===== src/hdl/normalized_wake_convolution_unit_defines.svh =====
// Assertion macros shared by the wake convolution RTL.
`ifndef NORMALIZED_WAKE_CONVOLUTION_UNIT_DEFINES_SVH
`define NORMALIZED_WAKE_CONVOLUTION_UNIT_DEFINES_SVH

`ifndef SYNTH

// Same-cycle implication, disabled while reset is asserted.
`define NWC_ASSERT_IMP(lbl, ck, rn, ante, cons) \
  lbl: assert property (@(posedge ck) disable iff (!rn) (ante) |-> (cons)) \
    else $error("nwc: same-cycle check failed");

// Next-cycle implication, disabled while reset is asserted.
`define NWC_ASSERT_NXT(lbl, ck, rn, ante, cons) \
  lbl: assert property (@(posedge ck) disable iff (!rn) (ante) |=> (cons)) \
    else $error("nwc: next-cycle check failed");

`else

`define NWC_ASSERT_IMP(lbl, ck, rn, ante, cons)
`define NWC_ASSERT_NXT(lbl, ck, rn, ante, cons)

`endif

`endif


===== src/hdl/nwc_pkg.sv =====
// Shared types and constants for the wake convolution unit.
`timescale 1ns / 1ps
`default_nettype none

package nwc_pkg;

  // Field widths
  localparam int CMD_W  = 2;
  localparam int IDX_W  = 7;
  localparam int KV_W   = 24;
  localparam int SV_W   = 16;
  localparam int CHG_W  = 32;
  localparam int OIDX_W = 6;
  localparam int OFS_W  = 32;

  // Unsigned Q0.16 sample times signed Q8.16 kernel entry
  localparam int PROD_W = 40;

  // Command codes
  localparam logic [CMD_W-1:0] CMD_LD_KERNEL = 2'd0;
  localparam logic [CMD_W-1:0] CMD_LD_SAMPLE = 2'd1;
  localparam logic [CMD_W-1:0] CMD_COMPUTE   = 2'd2;

  // Per-result tag that travels with a sum into the divider
  typedef struct packed {
    logic [OIDX_W-1:0] pos;
    logic              last;
  } res_tag_t;

  // Divider status back to the sequencer
  typedef struct packed {
    logic ready;
    logic done_last;
  } div_sts_t;

endpackage

`default_nettype wire


===== src/hdl/nwc_div.sv =====
// Serial restoring divider with saturation and the result output register.
`timescale 1ns / 1ps
`default_nettype none
`include "normalized_wake_convolution_unit_defines.svh"

module nwc_div #(
  parameter int ACC_W = 46
) (
  input  logic                               clk,
  input  logic                               rst_n,
  input  logic                               go,
  input  logic signed [ACC_W-1:0]            sum,
  input  logic        [nwc_pkg::CHG_W-1:0]   charge,
  input  nwc_pkg::res_tag_t                  tag,
  output nwc_pkg::div_sts_t                  sts,
  output logic                               out_valid,
  input  logic                               out_stall,
  output logic        [nwc_pkg::OIDX_W-1:0]  out_index,
  output logic signed [nwc_pkg::OFS_W-1:0]   out_offset_value,
  output logic                               out_saturated,
  output logic                               out_charge_error,
  output logic                               out_last
);
  import nwc_pkg::*;

  localparam int CW = $clog2(ACC_W + 1);
  localparam logic [CW-1:0] STEPS = CW'(ACC_W);

  localparam logic [1:0] DV_IDLE = 2'd0;
  localparam logic [1:0] DV_RUN  = 2'd1;
  localparam logic [1:0] DV_FIN  = 2'd2;

  logic [1:0]       state_r, state_nxt;
  logic [CW-1:0]    cnt_r, cnt_nxt;
  logic             out_valid_r, out_valid_nxt;
  logic [ACC_W-1:0] quo_r;
  logic [CHG_W-1:0] rem_r;
  logic [CHG_W-1:0] dvs_r;
  logic             neg_r;
  logic             zero_r;
  res_tag_t         tag_r;

  logic [OIDX_W-1:0]       out_index_r;
  logic signed [OFS_W-1:0] out_offset_value_r;
  logic                    out_saturated_r;
  logic                    out_charge_error_r;
  logic                    out_last_r;

  logic [ACC_W-1:0] sum_u;
  logic [ACC_W-1:0] mag;
  logic [CHG_W:0]   rem_sh;
  logic [CHG_W:0]   rem_sub;
  logic             ge;
  logic             slot_free;
  logic             load_out;
  logic             hi_any;
  logic             sat;
  logic [OFS_W-1:0] res_val;

  // Magnitude of the signed sum
  assign sum_u = sum;
  assign mag   = sum[ACC_W-1] ? (~sum_u + ACC_W'(1)) : sum_u;

  // One quotient bit per cycle
  assign rem_sh  = {rem_r, quo_r[ACC_W-1]};
  assign ge      = rem_sh >= {1'b0, dvs_r};
  assign rem_sub = rem_sh - {1'b0, dvs_r};

  // Clip quotient to signed 32 bits
  assign hi_any = |quo_r[ACC_W-1:OFS_W];
  always_comb begin
    if (neg_r) begin
      sat     = hi_any | (quo_r[OFS_W-1] & (|quo_r[OFS_W-2:0]));
      res_val = sat ? {1'b1, {(OFS_W-1){1'b0}}} : (~quo_r[OFS_W-1:0] + OFS_W'(1));
    end else begin
      sat     = hi_any | quo_r[OFS_W-1];
      res_val = sat ? {1'b0, {(OFS_W-1){1'b1}}} : quo_r[OFS_W-1:0];
    end
  end

  assign slot_free = !out_valid_r || !out_stall;
  assign load_out  = (state_r == DV_FIN) && slot_free;

  // Divider control
  always_comb begin
    state_nxt = state_r;
    cnt_nxt   = cnt_r;
    unique case (state_r)
      DV_IDLE: begin
        if (go) begin
          state_nxt = (charge == '0) ? DV_FIN : DV_RUN;
          cnt_nxt   = STEPS;
        end
      end
      DV_RUN: begin
        cnt_nxt = cnt_r - CW'(1);
        if (cnt_r == CW'(1)) begin
          state_nxt = DV_FIN;
        end
      end
      DV_FIN: begin
        if (slot_free) begin
          state_nxt = DV_IDLE;
        end
      end
      default: state_nxt = DV_IDLE;
    endcase
    out_valid_nxt = load_out || (out_valid_r && out_stall);
  end

  always_ff @(posedge clk) begin
    if (!rst_n) begin
      state_r     <= DV_IDLE;
      cnt_r       <= '0;
      out_valid_r <= 1'b0;
    end else begin
      state_r     <= state_nxt;
      cnt_r       <= cnt_nxt;
      out_valid_r <= out_valid_nxt;
    end
  end

  // Operands and shift registers
  always_ff @(posedge clk) begin
    if (go) begin
      neg_r  <= sum[ACC_W-1];
      zero_r <= (charge == '0);
      dvs_r  <= charge;
      quo_r  <= mag;
      rem_r  <= '0;
      tag_r  <= tag;
    end else if (state_r == DV_RUN) begin
      rem_r <= ge ? rem_sub[CHG_W-1:0] : rem_sh[CHG_W-1:0];
      quo_r <= {quo_r[ACC_W-2:0], ge};
    end
  end

  // Result word register
  always_ff @(posedge clk) begin
    if (load_out) begin
      out_index_r        <= tag_r.pos;
      out_last_r         <= tag_r.last;
      out_charge_error_r <= zero_r;
      out_saturated_r    <= zero_r ? 1'b0 : sat;
      out_offset_value_r <= zero_r ? '0 : res_val;
    end
  end

  assign sts.ready     = (state_r == DV_IDLE);
  assign sts.done_last = load_out && tag_r.last;

  assign out_valid        = out_valid_r;
  assign out_index        = out_index_r;
  assign out_offset_value = out_offset_value_r;
  assign out_saturated    = out_saturated_r;
  assign out_charge_error = out_charge_error_r;
  assign out_last         = out_last_r;

  `NWC_ASSERT_IMP(a_run_cnt, clk, rst_n, state_r == DV_RUN, cnt_r != '0)
  `NWC_ASSERT_IMP(a_zero_chg, clk, rst_n, out_valid_r && out_charge_error_r,
                  out_offset_value_r == '0 && !out_saturated_r)

endmodule

`default_nettype wire


===== config.mk =====
export PLATFORM = sky130hd
export DESIGN_NAME = nwc_div
export DESIGN_NICKNAME = d
export VERILOG_FILES = /design/src/hdl/nwc_pkg.sv /design/src/hdl/nwc_div.sv
export VERILOG_INCLUDE_DIRS = /design/src /design/src/hdl
export SDC_FILE = /design/constraint.sdc
export NUM_CORES = 1
export LEC_CHECK = 0
export BUFFER_PORTS_ARGS = -buffer_cell sky130_fd_sc_hd__buf_2
export CORE_ASPECT_RATIO = 1.1
export CORE_MARGIN = 10
export CORE_UTILIZATION = 63
export CTS_CLUSTER_SIZE = 30
export DETAILED_ROUTE_END_ITERATION = 8
export PLACE_DENSITY = 0.86
export SKIP_LAST_GASP = 1
export SYNTH_ARGS = -nofsm -noshare
export SYNTH_HDL_FRONTEND = slang
export SYNTH_SLANG_ARGS = --single-unit

===== constraint.sdc =====
create_clock -name clk -period 12.8 [get_ports clk]
set_input_delay 3.2 -clock clk [delete_from_list [all_inputs] [get_ports clk]]
set_output_delay 3.2 -clock clk [all_outputs]
set_load 0.05 [all_outputs]

# After elaboration in Yosys (flattened, before gate mapping)
# Cells that the tools add are included.
# totals
reg_bits	169
latch_bits	0
ramBits	0
rom_bits	0
input_bits	89
out_inout_bits	44
wordCells	61
n_memories	0
# op_classes
n_addsub	4
multipliers	0
div	0
magnitude_cmp	1
n_eq_ne	6
shifts	0
muxes	15
n_bitwise	5
n_reduce_logical	15
# ops
op	count
$mux 46	3
$mux 32	4
$add 46x1->46 const B	1
$not 46->46	1
$ge 33x32->1	1
$add 32x1->32 const B	1
$logic_not 32->1	1
$not 32->32	1
$sub 32x32->32	1
$reduce_or 31->1	1
$reduce_or 14->1	1
$pmux 6 s2	1
$mux 2	4
$eq 6x1->1 const B	1
$mux 6	1
$ne 2x2->1 const B	3
$pmux 2 s3	1
$sub 6x1->6 const B	1
$reduce_bool 2->1	2
$logic_and 1x1->1	3
$reduce_and 3->1	1
$eq 2x1->1 const B	1
$eq 2x2->1 const B	1
$logic_not 1->1	2
other kinds (6)	8

# Longest topological paths before layout
# logic_depth
word_depth	5
depth_mapped	14

# Worst setup path before layout
# Ideal clock, no wire load.
# synth_path
path_type	input to output
startpoint	input out_stall
endpoint	output sts[0] (netlist name)
arrival_time_ns	5.836
required_time_ns	9.600
slack_ns	3.764
cell_stages	2
n_path_buf	0
cell_sequence	a21oi_1 -> and2_1
# synth_rtl
element	line_no	rtl
start: declaration	nwc_div.sv:17	input logic out_stall,
end: declaration	nwc_div.sv:15	output nwc_pkg::div_sts_t sts,

==> results.toml <==
[logic_synthesis]
synth_cell_type_count = 64
synth_fa_ha_area_share_pct = 4.648
synth-simple-area-share_pct = 14.83
synth_top_family_by_area = "compound AO/OA/AOI/OAI gates"
synthMuxAreaShare_pct = 4.907
synth_cells = 1038
synth_flop_cell = "edfxtp_1"
synth_compound_area_share_pct = 18.89
synth_edf_count = 128
yosys.area_share.xor_xnor_pct = 6.489
async_flop_share_pct = 0
postSynthAreaPerCell_um2 = 9.752
ys_seq_area_share_pct = 46.08
ys_warn_count = 0
synth-seq-cells = 169
syn_area_um2 = 10120
synth_nets = 1164

[clock_tree]
cts_buffer_depth = 2
cts-hold-fix-buffers = 0
cts.clk_slew.worst_paths_ns = 0.06
cts_resized = 0
htreeDepth = 4
clkSinkCount = 169
clk_root_buffer_cell = "clkbuf_16"
cts_setup_buffers = 0
cts_tree = "done"
numCtsBuffers = 17
clk_latency_ns = 0.43

[detailed_routing]
wl_per_cell_um = 18.00
ant_nets = 0
dr_wl_met3_mm = 1.718
drc_errors = 0
drt_iter0_markers = 797
viasPerCell = 6.221
top_layer_used = "met5"
wl_met1_mm = 9.870
first_pass_iters = 5
routed-via-count = 8460
totalWireLength_mm = 24.48
wl_met2_mm = 12.05

[power]
swShare_pct = 29.91
cellPowerDensity_nw_per_um2 = 135.6
comb_power_share_pct = 21.8
switching_power_uw = 467.2
clkPwrFrac_pct = 33.8
p_seq_share_pct = 44.5
ir_worst_vdd_v = 0.00008554
p_leak_nw = 4.451
power.internal_mw = 1.095

[timing]
slew_viol_final = 0
finalCriticalPeriod_ns = 7.553
rsz0062_at_grt = "false"
setup_slack_ns = 5.247
fin_skew_ns = 0.01039
tns_ns = 0
slew_headroom_pct = 24.80
hold_ws_ns = 0.4169
worst_pin_slew_ns = 1.126
max_freq_ghz = 0.1324
hold_violations = 0
setup_violations = 0
fin_crit_sh_pct = 59.01

[floorplan]
ios = 133
num_rows = 48
coreArea_um2 = 15740
die_x_um = 140.9
start_util_pct = 64.33
die_area_um2 = 21540
die_h_um = 152.9

[status]
status = "finished, final reports clean"

[grt]
grtUsageTotal_pct = 22.14
grt_pass1_wl_mm = 40.12
grt_pass1_vias = 8173
antenna_found_initial = 3
grt_max_degree = 84
grt_overflow = 0

[finish]
layout-drive-gt1-share_pct = 18.31
multi_input_area_um2 = 5064
fin_cells = 1360
final_util_pct = 73.22
nets = 1271
layout_commonest_cell = "buf_2"
fillers = 1123
area_growth_pct = 13.82
regArea_um2 = 4664
final_cell_mix = "buf_2, edfxtp_1, nor2_1"

[placed_design]
place.port_buffers = 132
post-place-cells = 1326
place_ws_ns = 5.229
place.gp.congestion = 0.9528
dpl.hpwl_mm = 17.73

[worst_setup_path]
critPathRequiredTime_ns = 9.60
startpoint = "out_stall"
start_kind = "input pin"
end_kind = "output pin"
crit_fanout = 42
crit_arrival_ns = 4.35
r2r-start = "quo_r[0]"
crit_type = "in -> out"

[min_path]
holdCritPathClass = "reg -> reg"
min-delay-start = "tag_r[4]"

[run]
maxCapViolations = 0
[power groups by stage]
stage	logic, mW	registers (mW)	clock network [mW]
after CTS	0.337	0.692	0.532
final	0.340	0.694	0.528
after floorplan	0.237	0.708	0
after global placement	0.324	0.701	0
after detailed placement	0.332	0.704	0
after global routing	0.377	0.700	0.554
[per-layer routing]
metal	vias up	track usage, %
met4	2	10.53
met5	-	0
met3	76	4.524
met1	3906	26.86
met2	396	36.75
li1	4080	-
[area by class of cell]
class                   count  area share [%]
clock buffers              18           3.725
repair buffers            139           6.212
flip-flops and latches    169           40.49
diodes                      2         0.04344
well taps                 200           2.172
multi-input cells         759           43.95
clock inverters            14           1.488
inverters                  59           1.922
[flip-flops by register name, summed over array words and instances (netlist names)]
name	flops
out_last	1
out_valid	1
state_r	2
dvs_r	32
out_offset_value	32
out_index	6
tag_r	7
out_charge_error	1
quo_r	46
neg_r	1
rem_r	32
cnt_r	6
out_saturated	1
zero_r	1
[synthesized netlist by cell type (4+ instances only)]
| library cell | number | area [µm²] |
|---|---|---|
| ha_1 | 36 | 450.4 |
| xnor2_1 | 34 | 297.8 |
| o21bai_1 | 6 | 45.04 |
| and2_1 | 5 | 31.28 |
| o31ai_1 | 10 | 75.07 |
| a211oi_1 | 28 | 210.2 |
| nand2_1 | 74 | 277.8 |
| a21o_1 | 10 | 75.07 |
| o21a_1 | 9 | 67.56 |
| a21oi_1 | 105 | 525.5 |
| o311a_1 | 14 | 140.1 |
| nor3_1 | 12 | 60.06 |
| nand3_1 | 17 | 85.08 |
| mux2i_1 | 26 | 260.3 |
| dfxtp_1 | 41 | 820.8 |
| mux2_2 | 21 | 236.5 |
| or3_1 | 12 | 75.07 |
| edfxtp_1 | 128 | 3844 |
| or2_2 | 4 | 25.02 |
| nand2b_1 | 8 | 50.05 |
| nand3b_1 | 4 | 30.03 |
| a31oi_1 | 5 | 31.28 |
| nor2b_1 | 5 | 31.28 |
| o21ai_0 | 57 | 285.3 |
| inv_1 | 58 | 217.7 |
| or4_1 | 7 | 52.55 |
| o41ai_1 | 8 | 70.07 |
| o211ai_1 | 9 | 67.56 |
| a221oi_1 | 4 | 35.03 |
| a31o_2 | 4 | 35.03 |
| o311ai_0 | 6 | 52.55 |
| nor2_1 | 105 | 394.1 |
| nor4_1 | 19 | 118.9 |
| clkbuf_1 | 42 | 157.7 |
| nand4_1 | 14 | 87.58 |
| xor2_1 | 41 | 359.1 |
| o211a_1 | 5 | 50.05 |
| buf_2 | 6 | 30.03 |
[kinds of logic (layout without fill, tap and decap cells)]
| logic type | Yosys count | after routing |
|---|---|---|
| buf+inv | 110 | 230 |
| fa+ha+maj | 37 | 37 |
| simple gates | 304 | 304 |
| flops | 169 | 169 |
| xor+xnor | 75 | 75 |
| mux | 47 | 47 |
| other cells | 0 | 2 |
| compound gates | 296 | 296 |
[worst paths after layout]
| check | slack [ns] | endpoint | cells after the start |
|---|---|---|---|
| setup reg to reg | 9.28 | out_offset_value[21] | 12 |
| hold / removal | 0.42 | out_index[3] | 0 |
| hold reg to reg | 0.42 | out_index[3] | 0 |
| setup / recovery | 5.25 | sts[0] | 5 |
[critical path, cell delays in order]
cell and delay, ns:
buf_2 0.12, a21oi_4 0.10, buf_4 0.44, and2_1 0.19, buf_2 0.25
[per-stage QoR]
stage | instance area [µm²] | power (mW)
after floorplan | 10120 | 0.9444
after global placement | 10920 | 1.025
after detailed placement | 10920 | 1.035
after CTS | 11520 | 1.561
after global routing | 11520 | 1.630
final | 11520 | 1.562
(Power assumes the default switching activity.)
