$ cat config.mk
export PLATFORM = sky130hd
export DESIGN_NAME = nwc_cell
export DESIGN_NICKNAME = d
export VERILOG_FILES = /design/src/hdl/normalized_wake_convolution_unit_defines.svh /design/src/hdl/nwc_pkg.sv /design/src/hdl/nwc_cell.sv
export SDC_FILE = /design/constraint.sdc
export NUM_CORES = 1
export LEC_CHECK = 0
export BUFFER_PORTS_ARGS = -buffer_cell sky130_fd_sc_hd__buf_4
export CORE_MARGIN = 4
export CORE_UTILIZATION = 40
export CTS_BUF_LIST = sky130_fd_sc_hd__clkbuf_4 sky130_fd_sc_hd__clkbuf_8
export DETAILED_ROUTE_END_ITERATION = 16
export RECOVER_POWER = 100
export SLEW_MARGIN = 20
export SYNTH_ARGS = -nofsm -noshare
export SYNTH_HDL_FRONTEND = slang
export SYNTH_SLANG_ARGS = --single-unit
$ cat constraint.sdc
create_clock -name clk -period 7.57 [get_ports clk]
set_input_delay 1.1355 -clock clk [delete_from_list [all_inputs] [get_ports clk]]
set_output_delay 1.1355 -clock clk [all_outputs]
set_load 0.03 [all_outputs]
$ cat src/hdl/normalized_wake_convolution_unit_defines.svh
// Assertion macros shared by the wake convolution RTL.
`ifndef NORMALIZED_WAKE_CONVOLUTION_UNIT_DEFINES_SVH
`define NORMALIZED_WAKE_CONVOLUTION_UNIT_DEFINES_SVH

`ifndef SYNTH

// Same-cycle implication, disabled while reset is asserted.
`define NWC_ASSERT_IMP(lbl, ck, rn, ante, cons) \
  lbl: assert property (@(posedge ck) disable iff (!rn) (ante) |-> (cons)) \
    else $error("nwc: same-cycle check failed");

// Next-cycle implication, disabled while reset is asserted.
`define NWC_ASSERT_NXT(lbl, ck, rn, ante, cons) \
  lbl: assert property (@(posedge ck) disable iff (!rn) (ante) |=> (cons)) \
    else $error("nwc: next-cycle check failed");

`else

`define NWC_ASSERT_IMP(lbl, ck, rn, ante, cons)
`define NWC_ASSERT_NXT(lbl, ck, rn, ante, cons)

`endif

`endif

$ cat src/hdl/nwc_pkg.sv
// Shared types and constants for the wake convolution unit.
`timescale 1ns / 1ps
`default_nettype none

package nwc_pkg;

  // Field widths
  localparam int CMD_W  = 2;
  localparam int IDX_W  = 7;
  localparam int KV_W   = 24;
  localparam int SV_W   = 16;
  localparam int CHG_W  = 32;
  localparam int OIDX_W = 6;
  localparam int OFS_W  = 32;

  // Unsigned Q0.16 sample times signed Q8.16 kernel entry
  localparam int PROD_W = 40;

  // Command codes
  localparam logic [CMD_W-1:0] CMD_LD_KERNEL = 2'd0;
  localparam logic [CMD_W-1:0] CMD_LD_SAMPLE = 2'd1;
  localparam logic [CMD_W-1:0] CMD_COMPUTE   = 2'd2;

  // Per-result tag that travels with a sum into the divider
  typedef struct packed {
    logic [OIDX_W-1:0] pos;
    logic              last;
  } res_tag_t;

  // Divider status back to the sequencer
  typedef struct packed {
    logic ready;
    logic done_last;
  } div_sts_t;

endpackage

`default_nettype wire

$ cat src/hdl/nwc_cell.sv
// One tap of the transposed convolution chain: density sample, multiply, add.
`timescale 1ns / 1ps
`default_nettype none

module nwc_cell #(
  parameter int ACC_W = 46
) (
  input  logic                              clk,
  input  logic                              en,
  input  logic                              smp_we,
  input  logic        [nwc_pkg::SV_W-1:0]   smp_in,
  input  logic signed [nwc_pkg::KV_W-1:0]   x_in,
  input  logic signed [ACC_W-1:0]           s_in,
  output logic signed [ACC_W-1:0]           s_out
);
  import nwc_pkg::*;

  logic        [SV_W-1:0]   smp_r;
  logic signed [PROD_W:0]   prod_full;
  logic signed [PROD_W-1:0] prod_r;
  logic signed [ACC_W-1:0]  sum_r;

  // Density sample held by this tap
  always_ff @(posedge clk) begin
    if (smp_we) begin
      smp_r <= smp_in;
    end
  end

  assign prod_full = $signed({1'b0, smp_r}) * x_in;

  // Product stage, then add the neighbor's partial sum
  always_ff @(posedge clk) begin
    if (en) begin
      prod_r <= prod_full[PROD_W-1:0];
      sum_r  <= {{(ACC_W-PROD_W){prod_r[PROD_W-1]}}, prod_r} + s_in;
    end
  end

  assign s_out = sum_r;

endmodule

`default_nettype wire

# Yosys cells after proc, flatten, opt, wreduce, memory -nomap -nowiden
# Index checks and enable logic that the tools add are counted.
# op_classes
n_addsub	1
multipliers	1
# ops
operator	count
$add 46x46->46	1
$mul 17x24->40	1
# word_totals
register_bits	102
input_bits	89
elab_cells	5

# Logic depth before layout (Yosys ltp)
# Gate-level depths: netlist of the first run.
# depth
word_depth	1
mapped_depth	25

# Worst setup path after synthesis of the first run
# Ideal clock, no wire load.
# synth_path
path_type	input port to flip-flop
start	input x_in[21] (netlist bit)
end	register prod_r[36] (data pin)
setup_ns	0.259
arrival_ns	6.588
slack_ns	0.723
stages	21
path_buffers	2
cell_sequence	clkbuf_1 > nand2_1 > fa_1 > fa_1 > fa_1 > inv_1 > fa_1 > fa_1 > inv_1 > fa_1 > inv_1 > ha_1 > clkbuf_1 > a21o_1 > a2111oi_0 > a31oi_2 > nand3_2 > a31oi_4 > a221o_1 > a21oi_1 > xnor2_1
# synth_via
elab_chain_len	1
# synth_lines
item	line_no	source
start: declaration	nwc_cell.sv:12	input logic signed [nwc_pkg::KV_W-1:0] x_in,
$mul 17x24->40	nwc_cell.sv:30	assign prod_full = $signed({1'b0, smp_r}) * x_in;
named net prod_full[36]	nwc_cell.sv:19	logic signed [PROD_W:0] prod_full;
end signal: assignment	nwc_cell.sv:35	prod_r <= prod_full[PROD_W-1:0];
end: declaration	nwc_cell.sv:20	logic signed [PROD_W-1:0] prod_r;
# The timed path passes the listed nets, and every way through them passes these cells.
# A chain may end at the register's enable or synchronous reset.

# Worst setup path in the final report of the first run
# layout_path
start	register smp_r[4]
end	register prod_r[38] (data pin)
# layout_via
elab_chain_len	1
# layout_lines
item	line_no	source
start: declaration	nwc_cell.sv:18	logic [SV_W-1:0] smp_r;
start signal: assignment	nwc_cell.sv:26	smp_r <= smp_in;
$mul 17x24->40	nwc_cell.sv:30	
named net prod_full[38]	nwc_cell.sv:19	
# The timed path passes the listed nets, and every way through them passes these cells.

==> impl_metrics.toml, run 1 <==
[run_status]
status = "finished with violations"
violations = "max-capacitance violations, max-slew violations"

[yosys]
yosys_warnings = 0
synth.area.top_cells = "fa_1, edfxtp_1, ha_1"
synthesis.nets = 2605
yosysSeqAreaShare_pct = 15.93
synth_cell_types = 61
ys_ff_latch = 102
synth_top_area_cell = "fa_1"
synth-edff-count = 102
async_reset_ff_share_pct = 0
synthesis.area_um2 = 19230
synth.top_cell.area_share_pct = 38.84
syn_inst = 2000
yosysMostFrequentCell = "inv_1"
avgSynthCellArea_um2 = 9.613
synth_common_cells = "inv_1, fa_1, nand2_1"
synth-main-ff-cell = "edfxtp_1"

[global_routing]
grt_pass1_vias = 14310
grt_pass1_wl_mm = 76.69
gr-total-overflow = 0
antenna_found_initial = 1
grt_max_degree = 87
grtUsageTotal_pct = 18.89

[routing]
ant_nets = 0
drc_errors = 0
drt_iter0_drc = 641
wl_per_cell_um = 17.27
dr.pass1.iters = 5
routed_wl_mm = 46.80
vias = 13350
vias_per_cell = 4.924

[floorplan]
die_x_um = 227.2
io_pins = 135
core-area_um2 = 47650
floorplan.initialDensity_pct = 40.35
row_count = 80
die_area_um2 = 51640
chipHeight_um = 227.2

[cts]
post_cts_resize_count = 0
cts.clk_slew.worst_paths_ns = 0.14
clock_sinks = 102
cts_tree = "built"
hold_buffers = 0
cts_made_buffers = 9
cts-root-buf = "clkbuf_8"
clk-insertion-delay-late_ns = 0.46
clockBufferDepth = 2
cts.htree.levels = 3
post_cts_buffers = 0

[min_path]
whs_endpoint = "s_out[0]$_DFFE_PP_"
worstHoldStart = "prod_r[0]$_DFFE_PP_"
holdPathStages = 1
hold_class = "flop to flop"

[worst_setup_path]
required_ns = 7.89
rr_endpoint = "prod_r[38]$_DFFE_PP_"
rr_startpoint = "smp_r[4]$_DFFE_PP_"
r2r_cells = 18
end_kind = "flop"
r2r_setup_slack_ns = 0.49
worstPathArrival_ns = 7.41
startpoint_type = "flop"
setup.worst_path.class = "flop to flop"
cp_max_fo = 24

[finish]
drive_gt1_share_pct = 5.492
syn_to_final_growth_pct = 8.005
layout.nets = 2694
fillCellCount = 4696

[sta]
grt_setup_unrepaired = "false"
relSlewSlack_pct = -72.99
tns_ns = 0
fmax_mhz = 141.1
final-hold-violation-count = 0
worstMarginPinSlew_ns = 2.595
clock_skew_ns = 0.04188
maxSlewViolCount = 89
finalSetupViolations = 0
fin_crit_ns = 7.085
post-route-period-util_pct = 93.59

[place]
hpwlAfterDp_mm = 38.75
place_congestion = 0.8484
io_buffers = 134

[job]
maxCapViolations = 2
## routing by layer
metal	wire length, µm	track usage [%]	vias to the layer above
met5	0	0	-
li1	-	-	6335
met2	20090	28.50	348
met4	533	3.143	0
met1	22740	28.26	6621
met3	3434	4.707	41
## cell families after synthesis
family / count (synthesis) / synth area share [%]
compound gates: 224 / 7.881
simple gates: 562 / 14.20
xor+xnor: 83 / 3.781
buf+inv: 512 / 10.01
mux: 1 / 0.05207
fa+ha+maj: 516 / 48.15
flops: 102 / 15.93
## sequential cells by signal, summed over array words and instances (netlist names)
signal  count
smp_r      16
s_out      46
prod_r     40
## critical path, cell delays in order, from the launching register on
cell and delay, ns:
edfxtp_1 1.08, nand2_1 0.17, fa_1 0.53, fa_1 0.52
fa_1 0.55, inv_1 0.07, fa_1 0.55, fa_1 0.43
fa_1 0.44, ha_1 0.38, o211ai_1 0.12, nor3_1 0.34
o211ai_1 0.22, a31oi_1 0.37, nand3_1 0.21, a31oi_4 0.23
a22oi_2 0.12, or4_1 0.48, nand4_1 0.10
## layout by cell type, fill, tap and decap left out, types with 3 or more instances in the layout
cell and n:
fa_1 373, inv_1 447, o31ai_1 4, o211ai_1 7
nor3_1 16, nor2b_1 11, a21oi_1 72, buf_4 74
nand2_1 278, nand4_1 10, and4_1 3, and3_1 15
ha_1 143, a31oi_1 11, a221oi_1 3, and2_1 148
nor2_1 32, clkbuf_8 9, and2_0 4, edfxtp_1 102
a2111o_1 3, xnor2_1 56, or2_2 3, a211oi_1 3
clkbuf_1 51, or3_1 6, o21a_1 14, xor2_1 27
a2111oi_0 4, o21bai_1 6, o31a_1 4, nand3b_1 3
nand3_1 18, clkbuf_4 19, a21o_1 45, o21ai_0 33
nand2b_1 6
## per-stage QoR
stage          hold slack, ns  cells  util (%)  setup WS [ns]  cell area (µm²)
6_report               0.5493   2710     43.58         0.4852            20760
5_1_grt                0.5729   2710     43.58         0.1775            20760
4_1_cts                0.5517   2708     44.08         0.6374            21000
3_5_place_dp           0.5444   2692     43.69         0.3134            20820
3_3_place_gp           0.5258   2692     43.69         0.4222            20820
2_1_floorplan          0.5128   2000         -         0.7230            19230
## worst max-delay path by stage
stage                     depth (start not counted)                from  slack, ns                    to
after floorplan                                  21            x_in[21]       0.72  prod_r[36]$_DFFE_PP_
after global placement                           22            x_in[12]       0.42  prod_r[39]$_DFFE_PP_
after detailed placement                         22            x_in[12]       0.31  prod_r[39]$_DFFE_PP_
after CTS                                        20  smp_r[4]$_DFFE_PP_       0.64  prod_r[39]$_DFFE_PP_
after global routing                             18  smp_r[4]$_DFFE_PP_       0.18  prod_r[39]$_DFFE_PP_
final                                            18  smp_r[4]$_DFFE_PP_       0.49  prod_r[38]$_DFFE_PP_
## area by class of cell
| type | count | area (µm²) | share of cell area, % |
|---|---|---|---|
| Clock buffer | 10 | 131.4 | 0.6327 |
| Multi-Input combinational cell | 1386 | 14180 | 68.31 |
| Clock inverter | 6 | 55.05 | 0.2651 |
| Sequential cell | 102 | 3063 | 14.75 |
| Tap cell | 615 | 769.5 | 3.706 |
| Antenna cell | 1 | 2.502 | 0.01205 |
| Inverter | 447 | 1678 | 8.080 |
| Timing Repair Buffer | 143 | 882.1 | 4.248 |
Power of run 1 is not shown: default switching activity piles up to over one toggle a cycle in this logic, so the estimate is an artifact.
==> run 2, diff against run 1 <==
--- a/config.mk
+++ b/config.mk
@@ -6,6 +6,7 @@
 export NUM_CORES = 1
 export LEC_CHECK = 0
 export BUFFER_PORTS_ARGS = -buffer_cell sky130_fd_sc_hd__buf_4
+export CAP_MARGIN = 5
 export CORE_MARGIN = 4
 export CORE_UTILIZATION = 40
 export CTS_BUF_LIST = sky130_fd_sc_hd__clkbuf_4 sky130_fd_sc_hd__clkbuf_8
==> constraint.sdc (replaced) <==
create_clock -name clk -period 7 [get_ports clk]
set_input_delay 1.05 -clock clk [delete_from_list [all_inputs] [get_ports clk]]
set_output_delay 1.05 -clock clk [all_outputs]
set_load 0.03 [all_outputs]
==> impl_metrics.toml, run 2 (same netlist as run 1, synthesis figures left out) <==
[finish]
syn_to_final_growth_pct = 10.02
largest_reg_flops = 46
ff_latch_area_um2 = 3063
fillCellCount = 4733
drive_gt1_share_pct = 7.556
multi_input_area_um2 = 14190
fin_cells = 2760
layout_commonest_cell = "inv_1"
layout.nets = 2744
layout_common_cells = "inv_1, fa_1, nand2_1"

[routing]
vias_per_cell = 4.985
wl_per_cell_um = 17.64
drc_errors = 0
ant_nets = 0
drt_iter0_drc = 740
vias = 13760
routed_wl_mm = 48.70
dr.pass1.iters = 5

[place]
io_buffers = 134
dp_slack_ns = -0.01093
place_congestion = 0.9059
dpl.cell_count = 2737
hpwlAfterDp_mm = 40.81

[global_routing]
grt_pass1_vias = 15000
antenna_found_initial = 0
grt_max_degree = 57
grtUsageTotal_pct = 19.56
grt_pass1_wl_mm = 79.27
gr-total-overflow = 0

[cts]
cts_made_buffers = 9
clock_sinks = 102
cts.htree.levels = 3
clockBufferDepth = 2
cts_tree = "built"
post_cts_resize_count = 0
clk-insertion-delay-late_ns = 0.44
cts-root-buf = "clkbuf_8"
cts.clk_slew.worst_paths_ns = 0.14

[worst_setup_path]
rr_startpoint = "smp_r[7]$_DFFE_PP_"
cp_max_fo = 13
required_ns = 7.21
setup.worst_path.class = "flop to flop"
end_kind = "flop"
startpoint_type = "flop"
cp_cell_sequence = "buf_6 -> and2_0 -> fa_1 -> inv_1 -> fa_1 -> fa_1 -> inv_1 -> fa_1 -> fa_1 -> fa_1 -> ha_1 -> and4_1 -> nor4b_1 -> o31ai_1 -> a21o_1 -> and3b_1 -> o21ai_0 -> clkbuf_1 -> a31oi_1 -> a21oi_1 -> xnor2_1"
cp_slowest_cell = "edfxtp_1"
worstPathArrival_ns = 6.86
crit_buf_inv = 4
crit_top_cell = "fa_1"
max_stage_delay_ns = 0.69
path_delay_family = "adder cells"
r2r_cells = 21
r2r_setup_slack_ns = 0.36
rr_endpoint = "prod_r[39]$_DFFE_PP_"

[sta]
fmax_mhz = 150.5
post-route-period-util_pct = 94.91
fin_crit_ns = 6.644
worstMarginPinSlew_ns = 2.966
final-hold-violation-count = 0
holdWs_ns = 0.5717
grt_setup_unrepaired = "false"
clock_skew_ns = 0.04000
finalWorstSetupSlack_ns = 0.3563
maxSlewViolCount = 89
finalSetupViolations = 0
relSlewSlack_pct = -97.71
tns_ns = 0

[floorplan]
die_x_um = 227.2
chipHeight_um = 227.2
die_area_um2 = 51640
io_pins = 135
floorplan.initialDensity_pct = 40.35
core-area_um2 = 47650
row_count = 80

[min_path]
whs_endpoint = "s_out[0]$_DFFE_PP_"
hold_class = "flop to flop"
holdPathStages = 1
worstHoldStart = "prod_r[0]$_DFFE_PP_"

[job]
maxCapViolations = 2

[run_status]
violations = "max-capacitance violations, max-slew violations"
status = "finished with violations"
==> run 2: cell count changes in the layout (fill, tap and decap cells not counted), sizes merged <==
cell	previous run	this run
buf	74	120
clkbuf	79	83
==> run 2: what timing repair did <==
action                     CTS  global route
setup endpoints to repair    0             3
setup buffers                0             6
hold buffers                 0             0
==> run 2: stage by stage <==
stage,instance area [µm²],util [%]
after CTS,21340,44.79
final,21150,44.40
after detailed placement,21170,44.42
after global routing,21150,44.39
after global placement,21170,44.42
after floorplan,19230,-
==> run 2: routing by layer <==
metal	share of wire, %	GRT usage (%)	wire, µm
met5	0	0	0
met1	47	27.73	22740
met3	7.0	4.848	3406
met2	45	31.18	22030
met4	1.1	3.435	520
==> run 2: worst max-delay path by stage <==
stage                             startpoint              endpoint  slack, ns  cells after the start
after detailed placement            x_in[13]  prod_r[36]$_DFFE_PP_      -0.01                     21
after floorplan                     x_in[21]  prod_r[36]$_DFFE_PP_       0.24                     21
after global placement               x_in[9]  prod_r[39]$_DFFE_PP_       0.08                     21
after global routing      smp_r[7]$_DFFE_PP_  prod_r[39]$_DFFE_PP_       0.05                     21
after CTS                 smp_r[7]$_DFFE_PP_  prod_r[36]$_DFFE_PP_       0.25                     21
final                     smp_r[7]$_DFFE_PP_  prod_r[39]$_DFFE_PP_       0.36                     21
==> run 2: cell type report <==
class	instances	share of cell area, %
inverter	447	7.932
sequential	102	14.48
antenna	1	0.01183
tap	615	3.638
clock buffer	10	0.6211
multi-input combinational	1386	67.08
timing repair buffer	193	6.027
clock inverter	6	0.2129
==> run 2: worst register-to-register path: cells and delay by family (launching register included) <==
kind	cells	cell delay, ns
flops	1	0.69
compound gates	5	0.85
fa+ha+maj	7	3.16
buf+inv	4	0.71
simple gates	4	0.93
xor+xnor	1	0.07
Power of run 2 is left out for the same reason.
==> run 3, diff against run 2 <==
--- a/config.mk
+++ b/config.mk
@@ -5,6 +5,7 @@
 export SDC_FILE = /design/constraint.sdc
 export NUM_CORES = 1
 export LEC_CHECK = 0
+export ABC_AREA = 1
 export BUFFER_PORTS_ARGS = -buffer_cell sky130_fd_sc_hd__buf_4
 export CAP_MARGIN = 5
 export CORE_MARGIN = 4
==> constraint.sdc (replaced) <==
create_clock -name clk -period 7 [get_ports clk]
set_input_delay 1.05 -clock clk [delete_from_list [all_inputs] [get_ports clk]]
set_output_delay 1.05 -clock clk [all_outputs]
set_load 0.01 [all_outputs]
==> impl_metrics.toml, run 3 <==
[sta]
maxSlewViolCount = 87
finalSetupViolations = 0
fin_crit_ns = 6.444
clock_skew_ns = 0.01676
post-route-period-util_pct = 92.06
final-hold-violation-count = 0
grt_setup_unrepaired = "false"
tns_ns = 0
relSlewSlack_pct = -203.8
fmax_mhz = 155.2
worstMarginPinSlew_ns = 4.556

[routing]
routed_wl_mm = 58.19
ant_nets = 0
vias = 17690
dr.pass1.iters = 5
wl_per_cell_um = 15.52
drc_errors = 0
drt_iter0_drc = 855
vias_per_cell = 4.718

[global_routing]
grt_pass1_vias = 18850
antenna_found_initial = 0
grt_max_degree = 87
gr-total-overflow = 0
grtUsageTotal_pct = 20.51
grt_pass1_wl_mm = 96.42

[min_path]
hold_class = "flop to flop"

[worst_setup_path]
worstPathArrival_ns = 6.67
required_ns = 7.23
startpoint_type = "flop"
cp_max_fo = 16
end_kind = "flop"
setup.worst_path.class = "flop to flop"

[yosys]
synth_common_cells = "nand2_1, inv_1, fa_1"
yosysSeqAreaShare_pct = 13.96
ys_ff_latch = 102
synth.top_cell.area_share_pct = 34.04
synth.area.top_cells = "fa_1, nand2_1, inv_1"
yosysMostFrequentCell = "nand2_1"
avgSynthCellArea_um2 = 7.397
async_reset_ff_share_pct = 0
synth_top_area_cell = "fa_1"
synthesis.nets = 3571
yosys_warnings = 0
synthesis.area_um2 = 21940
synth-edff-count = 102
syn_inst = 2966
synth_cell_types = 29
synth-main-ff-cell = "edfxtp_1"

[finish]
layout.nets = 3654
antenna-diode-count = 0
layout_common_cells = "nand2_1, inv_1, fa_1"
drive_gt1_share_pct = 4.846
largest_reg_flops = 46
fillCellCount = 5693
syn_to_final_growth_pct = 7.528
layout_commonest_cell = "nand2_1"

[floorplan]
chipHeight_um = 242.2
row_count = 85
io_pins = 135
floorplan.initialDensity_pct = 40.61
die_area_um2 = 58660
die_x_um = 242.2
core-area_um2 = 54030

[job]
maxCapViolations = 1

[cts]
clockBufferDepth = 2
post_cts_resize_count = 0
cts.clk_slew.worst_paths_ns = 0.13
clock_sinks = 102
cts_made_buffers = 9
cts-root-buf = "clkbuf_8"
clk-insertion-delay-late_ns = 0.46
cts.htree.levels = 3
cts_tree = "built"
hold_buffers = 0
post_cts_buffers = 0

[place]
hpwlAfterDp_mm = 50.04
io_buffers = 134
place_congestion = 0.9340

[run_status]
status = "finished with violations"
violations = "max-capacitance violations, max-slew violations"
## run 3: metrics by stage
stage | hold WS (ns) | area (µm²) | setup WS (ns) | utilization [%] | cells
after floorplan | 0.5128 | 21940 | 0.6056 | - | 2966
after global placement | 0.5249 | 23650 | 0.4256 | 43.77 | 3734
after detailed placement | 0.5356 | 23650 | 0.4315 | 43.77 | 3734
after CTS | 0.5691 | 23870 | 0.8392 | 44.18 | 3750
after global routing | 0.6037 | 23590 | 0.2177 | 43.66 | 3750
final | 0.5610 | 23590 | 0.5559 | 43.66 | 3750
## run 3: logic make-up (layout without fill, tap and decap cells)
| family | count (synthesis) | count (layout) | synth area share, % |
|---|---|---|---|
| xor+xnor | 51 | 51 | 2.036 |
| simple gates | 1256 | 1256 | 23.16 |
| fa+ha+maj | 516 | 516 | 42.19 |
| compound gates | 100 | 100 | 2.555 |
| buf+inv | 941 | 1029 | 16.10 |
| flops | 102 | 102 | 13.96 |
## run 3: final timing paths
path	slack, ns	to	from	cells past startpoint
max reg2reg	0.56	prod_r[21]$_DFFE_PP_	smp_r[11]$_DFFE_PP_	21
min reg2reg	0.56	s_out[0]$_DFFE_PP_	prod_r[0]$_DFFE_PP_	1
max	0.56	prod_r[21]$_DFFE_PP_	smp_r[11]$_DFFE_PP_	21
min	0.56	s_out[0]$_DFFE_PP_	prod_r[0]$_DFFE_PP_	1
## run 3: per-layer routing
metal	track usage, %	wire [µm]	up-vias
li1	-	-	8689
met1	25.95	25450	8458
met2	36.44	28320	438
met3	2.701	2562	108
met4	6.607	1862	0
met5	0	0	-
## run 3: critical path: stages (launching register included)
cell and delay, ns:
edfxtp_1 0.91, clkbuf_1 0.49, nand2_1 0.10, inv_1 0.09, fa_1 0.43, fa_1 0.56, fa_1 0.44, fa_1 0.50
fa_1 0.52, inv_1 0.05, fa_1 0.47, inv_1 0.04, ha_1 0.38, nand2_1 0.14, nor2_2 0.11, inv_1 0.07
nor2_2 0.12, inv_1 0.05, nor2_1 0.19, nand2_1 0.08, nand3_1 0.12, xor2_1 0.34
## run 3: layout make-up
class / count / area (µm²) / share of cell area, %
multi-input cells: 1923 / 15270 / 64.73
inverters: 861 / 3232 / 13.70
flip-flops and latches: 102 / 3063 / 12.98
repair buffers: 152 / 938.4 / 3.978
well taps: 696 / 870.8 / 3.692
clock buffers: 9 / 123.9 / 0.5251
clock inverters: 7 / 92.59 / 0.3925
Power of run 3 is left out for the same reason.
